## src/rtl/tked_pkg.sv

```systemverilog
`timescale 1ns / 1ps

package tked_pkg;

  // Key codes carried on key_code
  localparam logic [4:0] KC_CHAR       = 5'd0;
  localparam logic [4:0] KC_ENTER      = 5'd1;
  localparam logic [4:0] KC_CTRL_C     = 5'd2;
  localparam logic [4:0] KC_CTRL_D     = 5'd3;
  localparam logic [4:0] KC_BACKSPACE  = 5'd4;
  localparam logic [4:0] KC_DELETE     = 5'd5;
  localparam logic [4:0] KC_LEFT       = 5'd6;
  localparam logic [4:0] KC_RIGHT      = 5'd7;
  localparam logic [4:0] KC_UP         = 5'd8;
  localparam logic [4:0] KC_DOWN       = 5'd9;
  localparam logic [4:0] KC_HOME       = 5'd10;
  localparam logic [4:0] KC_END        = 5'd11;
  localparam logic [4:0] KC_CTRL_A     = 5'd12;
  localparam logic [4:0] KC_CTRL_E     = 5'd13;
  localparam logic [4:0] KC_CTRL_B     = 5'd14;
  localparam logic [4:0] KC_CTRL_F     = 5'd15;
  localparam logic [4:0] KC_CTRL_K     = 5'd16;
  localparam logic [4:0] KC_CTRL_U     = 5'd17;
  localparam logic [4:0] KC_CTRL_W     = 5'd18;
  localparam logic [4:0] KC_CTRL_P     = 5'd19;
  localparam logic [4:0] KC_CTRL_N     = 5'd20;
  localparam logic [4:0] KC_WORD_LEFT  = 5'd21;
  localparam logic [4:0] KC_WORD_RIGHT = 5'd22;
  localparam logic [4:0] KC_IGNORE     = 5'd23;
  localparam logic [4:0] KC_EOF        = 5'd24;

  // Parser phases
  localparam logic [2:0] PH_IDLE  = 3'd0;  // nothing pending
  localparam logic [2:0] PH_ESC   = 3'd1;  // after ESC
  localparam logic [2:0] PH_CSI   = 3'd2;  // after ESC [
  localparam logic [2:0] PH_SS3   = 3'd3;  // after ESC O
  localparam logic [2:0] PH_TILDE = 3'd4;  // after ESC [ digit, wants '~'
  localparam logic [2:0] PH_CSI1  = 3'd5;  // after ESC [ 1
  localparam logic [2:0] PH_MOD   = 3'd6;  // after ESC [ 1 ;
  localparam logic [2:0] PH_FINAL = 3'd7;  // after the modifier byte

  // Byte values of interest
  localparam logic [7:0] B_ESC    = 8'd27;
  localparam logic [7:0] B_DEL    = 8'd127;
  localparam logic [7:0] B_SPACE  = 8'h20;
  localparam logic [7:0] B_TAB    = 8'd9;
  localparam logic [7:0] B_LBRACK = 8'h5B;  // '['
  localparam logic [7:0] B_UPPERO = 8'h4F;  // 'O'
  localparam logic [7:0] B_TILDE  = 8'h7E;  // '~'
  localparam logic [7:0] B_SEMI   = 8'h3B;  // ';'
  localparam logic [7:0] B_LOWB   = 8'h62;  // 'b'
  localparam logic [7:0] B_LOWF   = 8'h66;  // 'f'
  localparam logic [7:0] B_ONE    = 8'h31;  // '1'
  localparam logic [7:0] B_THREE  = 8'h33;  // '3'
  localparam logic [7:0] B_FOUR   = 8'h34;  // '4'
  localparam logic [7:0] B_SEVEN  = 8'h37;  // '7'
  localparam logic [7:0] B_EIGHT  = 8'h38;  // '8'
  localparam logic [7:0] B_UPA    = 8'h41;  // 'A'
  localparam logic [7:0] B_UPB    = 8'h42;  // 'B'
  localparam logic [7:0] B_UPC    = 8'h43;  // 'C'
  localparam logic [7:0] B_UPD    = 8'h44;  // 'D'
  localparam logic [7:0] B_UPF    = 8'h46;  // 'F'
  localparam logic [7:0] B_UPH    = 8'h48;  // 'H'

  // Final letter of CSI / SS3 cursor sequences
  function automatic logic [4:0] letter_key(input logic [7:0] b);
    logic [4:0] k;
    k = KC_IGNORE;
    case (b)
      B_UPA:   k = KC_UP;
      B_UPB:   k = KC_DOWN;
      B_UPC:   k = KC_RIGHT;
      B_UPD:   k = KC_LEFT;
      B_UPH:   k = KC_HOME;
      B_UPF:   k = KC_END;
      default: k = KC_IGNORE;
    endcase
    return k;
  endfunction

  // Single byte seen at idle (ESC handled by the caller)
  function automatic logic [4:0] idle_key(input logic [7:0] b);
    logic [4:0] k;
    k = KC_IGNORE;
    case (b)
      8'd1:    k = KC_CTRL_A;
      8'd2:    k = KC_CTRL_B;
      8'd3:    k = KC_CTRL_C;
      8'd4:    k = KC_CTRL_D;
      8'd5:    k = KC_CTRL_E;
      8'd6:    k = KC_CTRL_F;
      8'd8:    k = KC_BACKSPACE;
      8'd10:   k = KC_ENTER;
      8'd13:   k = KC_ENTER;
      8'd11:   k = KC_CTRL_K;
      8'd14:   k = KC_CTRL_N;
      8'd16:   k = KC_CTRL_P;
      8'd21:   k = KC_CTRL_U;
      8'd23:   k = KC_CTRL_W;
      B_DEL:   k = KC_BACKSPACE;
      default: k = (b >= B_SPACE || b == B_TAB) ? KC_CHAR : KC_IGNORE;
    endcase
    return k;
  endfunction

endpackage

```

## src/rtl/terminal_key_escape_decoder_top.sv

```systemverilog
`timescale 1ns / 1ps

// Channel  | Handshake            | Payload
// ---------+----------------------+-------------------------------------
// input    | in_valid / in_ready  | in_byte[7:0], end_of_input
// output   | out_valid / out_ready| key_code[4:0], char_value[7:0]
//
// One byte request per cycle sustained while the result side is not stalled;
// a key event's last byte is taken into the input register, decoded there and
// loaded into the result register, from which the event leaves.
// The decode is a single pass over the held byte and the phase register.
// Reset clears the phase, the pending key and both valid flags.
// A stalled result holds the byte in the input register; bytes that give
// no event pass through even while a result waits.
module terminal_key_escape_decoder_top (
  input  logic       clk,
  input  logic       rst,
  input  logic       in_valid,
  output logic       in_ready,
  input  logic [7:0] in_byte,
  input  logic       end_of_input,
  output logic       out_valid,
  input  logic       out_ready,
  output logic [4:0] key_code,
  output logic [7:0] char_value
);
  import tked_pkg::*;

  // Input register
  logic       s1_valid;
  logic [7:0] s1_byte;
  logic       s1_eoi;

  // Parser state
  logic [2:0] phase;
  logic [2:0] phase_next;
  logic [4:0] pending_key;
  logic [4:0] pending_key_next;

  // Decode results
  logic       emit;
  logic [4:0] dec_key;
  logic [7:0] dec_char;
  logic       advance;

  // Advance the held byte when its event has somewhere to go
  assign advance  = s1_valid && (!emit || !out_valid || out_ready);
  assign in_ready = !s1_valid || advance;

  // Decode of the held byte against the current phase
  always_comb begin
    emit             = 1'b1;
    dec_key          = KC_IGNORE;
    dec_char         = '0;
    phase_next       = PH_IDLE;
    pending_key_next = '0;
    if (s1_eoi) begin
      dec_key = (phase == PH_IDLE) ? KC_EOF : KC_IGNORE;
    end else begin
      unique case (phase)
        PH_IDLE: begin
          if (s1_byte == B_ESC) begin
            emit             = 1'b0;
            phase_next       = PH_ESC;
            pending_key_next = pending_key;
          end else begin
            dec_key = idle_key(s1_byte);
            if (dec_key == KC_CHAR) dec_char = s1_byte;
          end
        end
        PH_ESC: begin
          if (s1_byte == B_LBRACK || s1_byte == B_UPPERO) begin
            emit             = 1'b0;
            phase_next       = (s1_byte == B_LBRACK) ? PH_CSI : PH_SS3;
            pending_key_next = pending_key;
          end else if (s1_byte == B_LOWB) begin
            dec_key = KC_WORD_LEFT;
          end else if (s1_byte == B_LOWF) begin
            dec_key = KC_WORD_RIGHT;
          end
        end
        PH_CSI: begin
          if (s1_byte == B_ONE) begin
            emit             = 1'b0;
            phase_next       = PH_CSI1;
            pending_key_next = pending_key;
          end else if (s1_byte == B_THREE || s1_byte == B_FOUR ||
                       s1_byte == B_SEVEN || s1_byte == B_EIGHT) begin
            emit       = 1'b0;
            phase_next = PH_TILDE;
            if (s1_byte == B_THREE)      pending_key_next = KC_DELETE;
            else if (s1_byte == B_SEVEN) pending_key_next = KC_HOME;
            else                         pending_key_next = KC_END;
          end else begin
            dec_key = letter_key(s1_byte);
          end
        end
        PH_SS3: begin
          dec_key = letter_key(s1_byte);
        end
        PH_TILDE: begin
          if (s1_byte == B_TILDE) dec_key = pending_key;
        end
        PH_CSI1: begin
          if (s1_byte == B_TILDE) begin
            dec_key = KC_HOME;
          end else if (s1_byte == B_SEMI) begin
            emit             = 1'b0;
            phase_next       = PH_MOD;
            pending_key_next = pending_key;
          end
        end
        PH_MOD: begin
          // modifier byte: any value
          emit             = 1'b0;
          phase_next       = PH_FINAL;
          pending_key_next = pending_key;
        end
        PH_FINAL: begin
          if (s1_byte == B_UPC)      dec_key = KC_WORD_RIGHT;
          else if (s1_byte == B_UPD) dec_key = KC_WORD_LEFT;
        end
        default: begin
          dec_key = KC_IGNORE;
        end
      endcase
    end
  end

  // Input register control
  always_ff @(posedge clk) begin
    if (rst) begin
      s1_valid <= 1'b0;
    end else if (in_ready) begin
      s1_valid <= in_valid;
    end
  end

  // Input register payload
  always_ff @(posedge clk) begin
    if (in_valid && in_ready) begin
      s1_byte <= in_byte;
      s1_eoi  <= end_of_input;
    end
  end

  // Parser state update
  always_ff @(posedge clk) begin
    if (rst) begin
      phase       <= PH_IDLE;
      pending_key <= '0;
    end else if (advance) begin
      phase       <= phase_next;
      pending_key <= pending_key_next;
    end
  end

  // Result register control
  always_ff @(posedge clk) begin
    if (rst) begin
      out_valid <= 1'b0;
    end else if (advance && emit) begin
      out_valid <= 1'b1;
    end else if (out_ready) begin
      out_valid <= 1'b0;
    end
  end

  // Result register payload
  always_ff @(posedge clk) begin
    if (advance && emit) begin
      key_code   <= dec_key;
      char_value <= dec_char;
    end
  end

endmodule

```

## config.mk

```make
export PLATFORM = sky130hd
export DESIGN_NAME = terminal_key_escape_decoder_top
export DESIGN_NICKNAME = d
export VERILOG_FILES = /design/src/rtl/tked_pkg.sv /design/src/rtl/terminal_key_escape_decoder_top.sv
export SDC_FILE = /design/constraint.sdc
export NUM_CORES = 1
export LEC_CHECK = 0
export BUFFER_PORTS_ARGS = -buffer_cell sky130_fd_sc_hd__buf_4
export CAP_MARGIN = 20
export CORE_MARGIN = 10
export CORE_UTILIZATION = 45
export DETAILED_ROUTE_END_ITERATION = 10
export HOLD_SLACK_MARGIN = 0.03
export PLACE_DENSITY = 0.65
export SLEW_MARGIN = 20
export SYNTH_ARGS = -nofsm -noshare
export SYNTH_HDL_FRONTEND = slang
export SYNTH_SLANG_ARGS = --single-unit
```

## constraint.sdc

```tcl
create_clock -name clk -period 2.5 [get_ports clk]
set_clock_uncertainty 0.15 [all_clocks]
set_input_delay 0 -clock clk [delete_from_list [all_inputs] [get_ports clk]]
set_output_delay 0 -clock clk [all_outputs]
set_load 0.01 [all_outputs]
```

# After elaboration in Yosys (flattened, before gate mapping)
# Index checks and enable logic that the tools add are counted.
# op_classes
n_lt_le_gt_ge	1
eq_ne	46
muxes	48
bitwise	2
reduce_logical	21
# ops
operator	n
8-bit by 7-bit == test with 1-bit output (second input constant)	12
5-bit 2-to-1 mux	16
5-bit case mux with 13 select lines	1
8-bit by 4-bit == test with 1-bit output (second input constant)	6
8-bit by 6-bit == test with 1-bit output (second input constant)	6
5-bit case mux with 7 select lines	1
8-bit by 5-bit == test with 1-bit output (second input constant)	4
5-bit case mux with 6 select lines	1
5-bit case mux with 5 select lines	1
8-bit by 3-bit == test with 1-bit output (second input constant)	3
8-bit by 2-bit == test with 1-bit output (second input constant)	2
3-bit 2-to-1 mux	5
3-bit case mux with 5 select lines	1
1-bit 2-to-1 mux	13
3-bit == test (second input constant)	4
4-bit 2-to-1 mux	3
2-bit 2-to-1 mux	5
3-bit != test (second input constant)	3
8-bit by 1-bit == test with 1-bit output (second input constant)	1
8-bit by 6-bit greater-or-equal comparator with 1-bit output (second input constant)	1
1-bit logical OR	8
3-bit by 2-bit == test with 1-bit output (second input constant)	2
6-bit AND reduction	1
5-bit logical NOT	1
11 further kinds	17
# totals
out_inout_bits	15
regBits	32
elab_cells	126
in_bits	13

# Longest topological paths before layout
# logic_depth
ltp_word	14
ltp_mapped	9
depth_no_buf	8

# Worst setup path before layout
# OpenSTA, ideal clock, no wires.
# synth_path
path_kind	register to register
start	reg s1_byte[1]
end	reg s1_byte[0], enable pin
stages_incl_launch_ff	6
required_ps	2013
path_buffers	0
arrival_ps	2233
path_slack_ps	-221
period_less_slack_ps	2721
cell_sequence	edfxtp_1 or4b_4 and4_4 a2111o_1 o211ai_1 and2_1
# synth_between
elab_chain_cells	14
word_cells_on_any_way	28
# synth_lines
element	line	text
from (decl)	terminal_key_escape_decoder_top.sv:31	logic [7:0] s1_byte;
from (signal assigned)	terminal_key_escape_decoder_top.sv:142	s1_byte <= in_byte;
8-bit by 6-bit == test with 1-bit output	terminal_key_escape_decoder_top.sv:87	end else if (s1_byte == B_THREE || s1_byte == B_FOUR ||
1-bit logical OR (2 in a row)	terminal_key_escape_decoder_top.sv:87	
1-bit logical OR	terminal_key_escape_decoder_top.sv:88	s1_byte == B_SEVEN || s1_byte == B_EIGHT) begin
1-bit 2-to-1 mux	terminal_key_escape_decoder_top.sv:87	
1-bit 2-to-1 mux	terminal_key_escape_decoder_top.sv:83	if (s1_byte == B_ONE) begin
1-bit case mux with 5 select lines *	terminal_key_escape_decoder_top.sv:60	unique case (phase)
1-bit 2-to-1 mux *	terminal_key_escape_decoder_top.sv:57	if (s1_eoi) begin
1-bit logical NOT *	terminal_key_escape_decoder_top.sv:47	assign advance = s1_valid && (!emit || !out_valid || out_ready);
1-bit logical OR * (2 in a row)	terminal_key_escape_decoder_top.sv:47	
1-bit logical AND *	terminal_key_escape_decoder_top.sv:47	
1-bit logical OR *	terminal_key_escape_decoder_top.sv:48	assign in_ready = !s1_valid || advance;
named net in_ready	terminal_key_escape_decoder_top.sv:19	output logic in_ready,
1-bit logical AND *	terminal_key_escape_decoder_top.sv:141	if (in_valid && in_ready) begin
# The timed path passes the listed nets; every way through them passes the cells marked *.
# A chain may end at the register's enable or synchronous reset.

# Final worst setup path
# layout_path
start	reg s1_byte[0]
end	reg s1_byte[6], enable pin
# layout_between
elab_chain_cells	14
word_cells_on_any_way	28
# layout_lines
element	line
8-bit by 6-bit == test with 1-bit output	terminal_key_escape_decoder_top.sv:87
1-bit logical OR (2 in a row)	terminal_key_escape_decoder_top.sv:87
1-bit logical OR	terminal_key_escape_decoder_top.sv:88
1-bit 2-to-1 mux	terminal_key_escape_decoder_top.sv:87
1-bit 2-to-1 mux	terminal_key_escape_decoder_top.sv:83
1-bit case mux with 5 select lines *	terminal_key_escape_decoder_top.sv:60
1-bit 2-to-1 mux *	terminal_key_escape_decoder_top.sv:57
1-bit logical NOT *	terminal_key_escape_decoder_top.sv:47
1-bit logical OR * (2 in a row)	terminal_key_escape_decoder_top.sv:47
1-bit logical AND *	terminal_key_escape_decoder_top.sv:47
1-bit logical OR *	terminal_key_escape_decoder_top.sv:48
1-bit logical AND *	terminal_key_escape_decoder_top.sv:141
# Mark *: on every way between the ends. The rest lies on a longest branch, timed or not.

==> out/results.ini <==
[flow_run]
max_cap_violations=0

[grt]
overflow=0
grt_pass1_vias=2011
grt_max_degree=24
grt_pass1_wl_mm=9.570
antenna_found_initial=0
gr-usage-all-layers_pct=15.32

[yosys]
ys_warn_count=0
synthCells=251
seq_area_frac_synth_pct=37.57
synth.largest_area_cell=edfxtp_1
synth_top_area_share_pct=30.24
synth-edff-count=22
synthFlopType=edfxtp_1
async_flop_share_pct=0
ys_top_cells_by_area=edfxtp_1, dfxtp_1, o21ai_0
synth_area_sq_um=2185
avgSynthCellArea_sq_um=8.704
ys_ff_latch=30
synth_cell_types=66
syn_nets=268

[clock_network]
clock-sinks=30
clock_path_buffers=2
clkTransAtPathRegs_ns=0.06
numCtsBuffers=5
clkLatencyLatePin_ns=0.29
cts_root_buffer=clkbuf_8
htreeDepth=2
cts_tree=done

[worst_setup_path]
r2r_slack_ns=-0.03
critPathCaptureType=flip-flop
crit_required_ns=2.35
crit_chain=or4b_4 -> and4_4 -> a2111o_1 -> o211ai_1 -> and2_4
arrival_ns=2.38
path_max_fanout=9
worstReg2RegEnd=s1_byte[6]$_DFFE_PP_
cp_slowest_cell=or4b_4
path_class=flip-flop to flip-flop
reg2regPathDepth=5
slowest_delay_ns=0.52
cp_num_buf_inv=0
r2r-start=s1_byte[0]$_DFFE_PP_
start_kind=flip-flop
crit_family=simple AND/OR/NAND/NOR gates

[place]
dp.cells=360
portBuffers=27
finalWeightedCongestion=0.8853
pre_cts_ws_ns=-0.01588
place_hpwl_mm=4.266

[floorplan]
core_sq_um=4723
initial_core_util_pct=46.25
die_y_microns=89.68
io_pins=28
die_w_microns=89.68
die_area_sq_um=8042
rows=25

[min_path]
hold_depth=2
whs_endpoint=s1_byte[6]$_DFFE_PP_
min-delay-path-class=primary input to flip-flop
min_from=in_byte[6]

[power_and_ir_drop]
total_power_mw=1.310
p_int_uw=980.8
p_per_area_nw_per_um2=437.2
p_clk_share_pct=37.2
switching_power_uw=329.2
p_comb_share_pct=18.8
ir_drop_mv=0.3147
leakagePower_nw=1.178
swShare_pct=25.13
seq_power_share_pct=44.0

[drt]
drt-initial-drc-count=189
route.detailed.wl_per_inst_microns=15.47
drt_first_pass_iters=4
postRouteAntennaNets=0
routed_via_density=5.556
drc=0
routed_wl_mm=5.957
via_count=2139

[sta]
fmax_ghz=0.3953
maxSlewViolCount=0
fin_crit_sh_pct=101.2
finalHoldViolCount=0
rsz0062_at_grt=true
relSlewSlack_pct=75.10
setup_violations=10
period_minus_slack_ns=2.530
holdWs_ns=0.2811
tightest_slew_ns=0.3701
setup_slack_ns=-0.02979

[layout]
drive_gt1_share_pct=30.19
finish.utilization_pct=63.44
synthToLayoutAreaGrowth_pct=37.17
fin_cells=385
diodes=0
num-nets-final=334

[run_status]
outcome=finished, violations left
violations=setup timing

-- registers in the layout, indices dropped and copies added (netlist names) --
register	count
char_value	8
s1_byte	8
key_code	5
pending_key	3
phase	3
out_valid	1
s1_eoi	1
s1_valid	1
-- cells by family (layout without fill, tap and decap cells) --
| group | count (synthesis) | count (layout) | synth area share [%] |
|---|---|---|---|
| multiplexers | 4 | 4 | 1.947 |
| AND/OR/NAND/NOR | 113 | 113 | 29.84 |
| XOR/XNOR | 3 | 3 | 1.203 |
| flip-flops | 30 | 30 | 37.57 |
| AO/OA/AOI/OAI | 71 | 71 | 22.17 |
| adder cells (fa/ha/maj) | 4 | 4 | 2.291 |
| buffers and inverters | 26 | 93 | 4.983 |
-- power groups by stage --
stage,clock network [mW],registers (mW),logic (mW)
2_1_floorplan,0,0.587,0.122
3_3_place_gp,0,0.586,0.213
3_5_place_dp,0,0.587,0.216
4_1_cts,0.501,0.576,0.231
5_1_grt,0.520,0.579,0.269
6_report,0.488,0.576,0.246
-- synthesized netlist by cell type (4+ instances only) --
library cell	instances
nand2_1	24
edfxtp_1	22
o21ai_0	21
clkbuf_1	15
nor2_1	14
a21oi_1	12
nor3_1	12
and2_1	9
dfxtp_1	8
nand2b_1	8
inv_1	7
nand3_1	7
nor2b_1	7
nand4_1	5
ha_1	4
-- routing by layer --
metal / up-vias / GRT usage [%] / part of all wire, %
met3: 10 / 3.971 / 7.8
li1: 1068 / - / -
met4: 0 / 6.503 / 2.5
met2: 70 / 24.74 / 47
met5: - / 0 / 0
met1: 991 / 18.84 / 43
-- worst register-to-register path, stage by stage (launching register included) --
cell and delay [ns]:
edfxtp_1 0.47, or4b_4 0.53, and4_4 0.21, a2111o_1 0.40, o211ai_1 0.23, and2_4 0.25
-- what timing repair did --
| item | 4_1_cts | 5_1_grt |
|---|---|---|
| setup buffers | 0 | 5 |
| gates resized for setup | 1 | 11 |
| endpoints found under the setup margin | 26 | 36 |
| hold buffers | 12 | 0 |
| endpoints found under the hold margin | 26 | 0 |
| pin swaps | 3 | 3 |
-- worst max path at each step --
stage	from	endpoint	slack (ns)	cells past startpoint
6_report	s1_byte[0]$_DFFE_PP_	s1_byte[6]$_DFFE_PP_	-0.03	5
4_1_cts	s1_byte[2]$_DFFE_PP_	in_ready	-0.03	6
3_3_place_gp	s1_byte[2]$_DFFE_PP_	s1_byte[6]$_DFFE_PP_	0.02	5
2_1_floorplan	s1_byte[1]$_DFFE_PP_	s1_byte[0]$_DFFE_PP_	-0.09	5
5_1_grt	s1_byte[0]$_DFFE_PP_	in_ready	-0.11	6
3_5_place_dp	s1_byte[2]$_DFFE_PP_	s1_byte[6]$_DFFE_PP_	-0.02	5
-- stage by stage --
step,instance area (sq um),setup TNS (ns)
global route,2997,-2.053
detailed placement,2663,-0.1419
floorplan,2191,-0.7722
CTS,2895,-0.4681
finish,2997,-0.2896
global placement,2663,0
-- cell usage in the layout, fill, tap and decap left out, types with 3 or more instances in the layout --
master	count
buf_4	64
nand2_1	24
edfxtp_1	22
o21ai_0	20
nor2_1	14
dlygate4sd3_1	12
a21oi_1	11
nor3_1	11
nand2b_1	8
and2_1	8
dfxtp_1	8
nor2b_1	7
nand3_1	7
inv_1	7
nand4_1	5
clkbuf_8	5
ha_1	4
o211ai_1	3
nor4_1	3
-- area by class of cell --
class	instances	area, sq um
fillers	411	1727
multi-input cells	195	1325
flip-flops and latches	30	820.8
repair buffers	78	631.9
well taps	67	83.83
clock buffers	5	68.82
clock inverters	3	40.04
inverters	7	26.28
No activity file was read; power rests on OpenSTA's default activity.
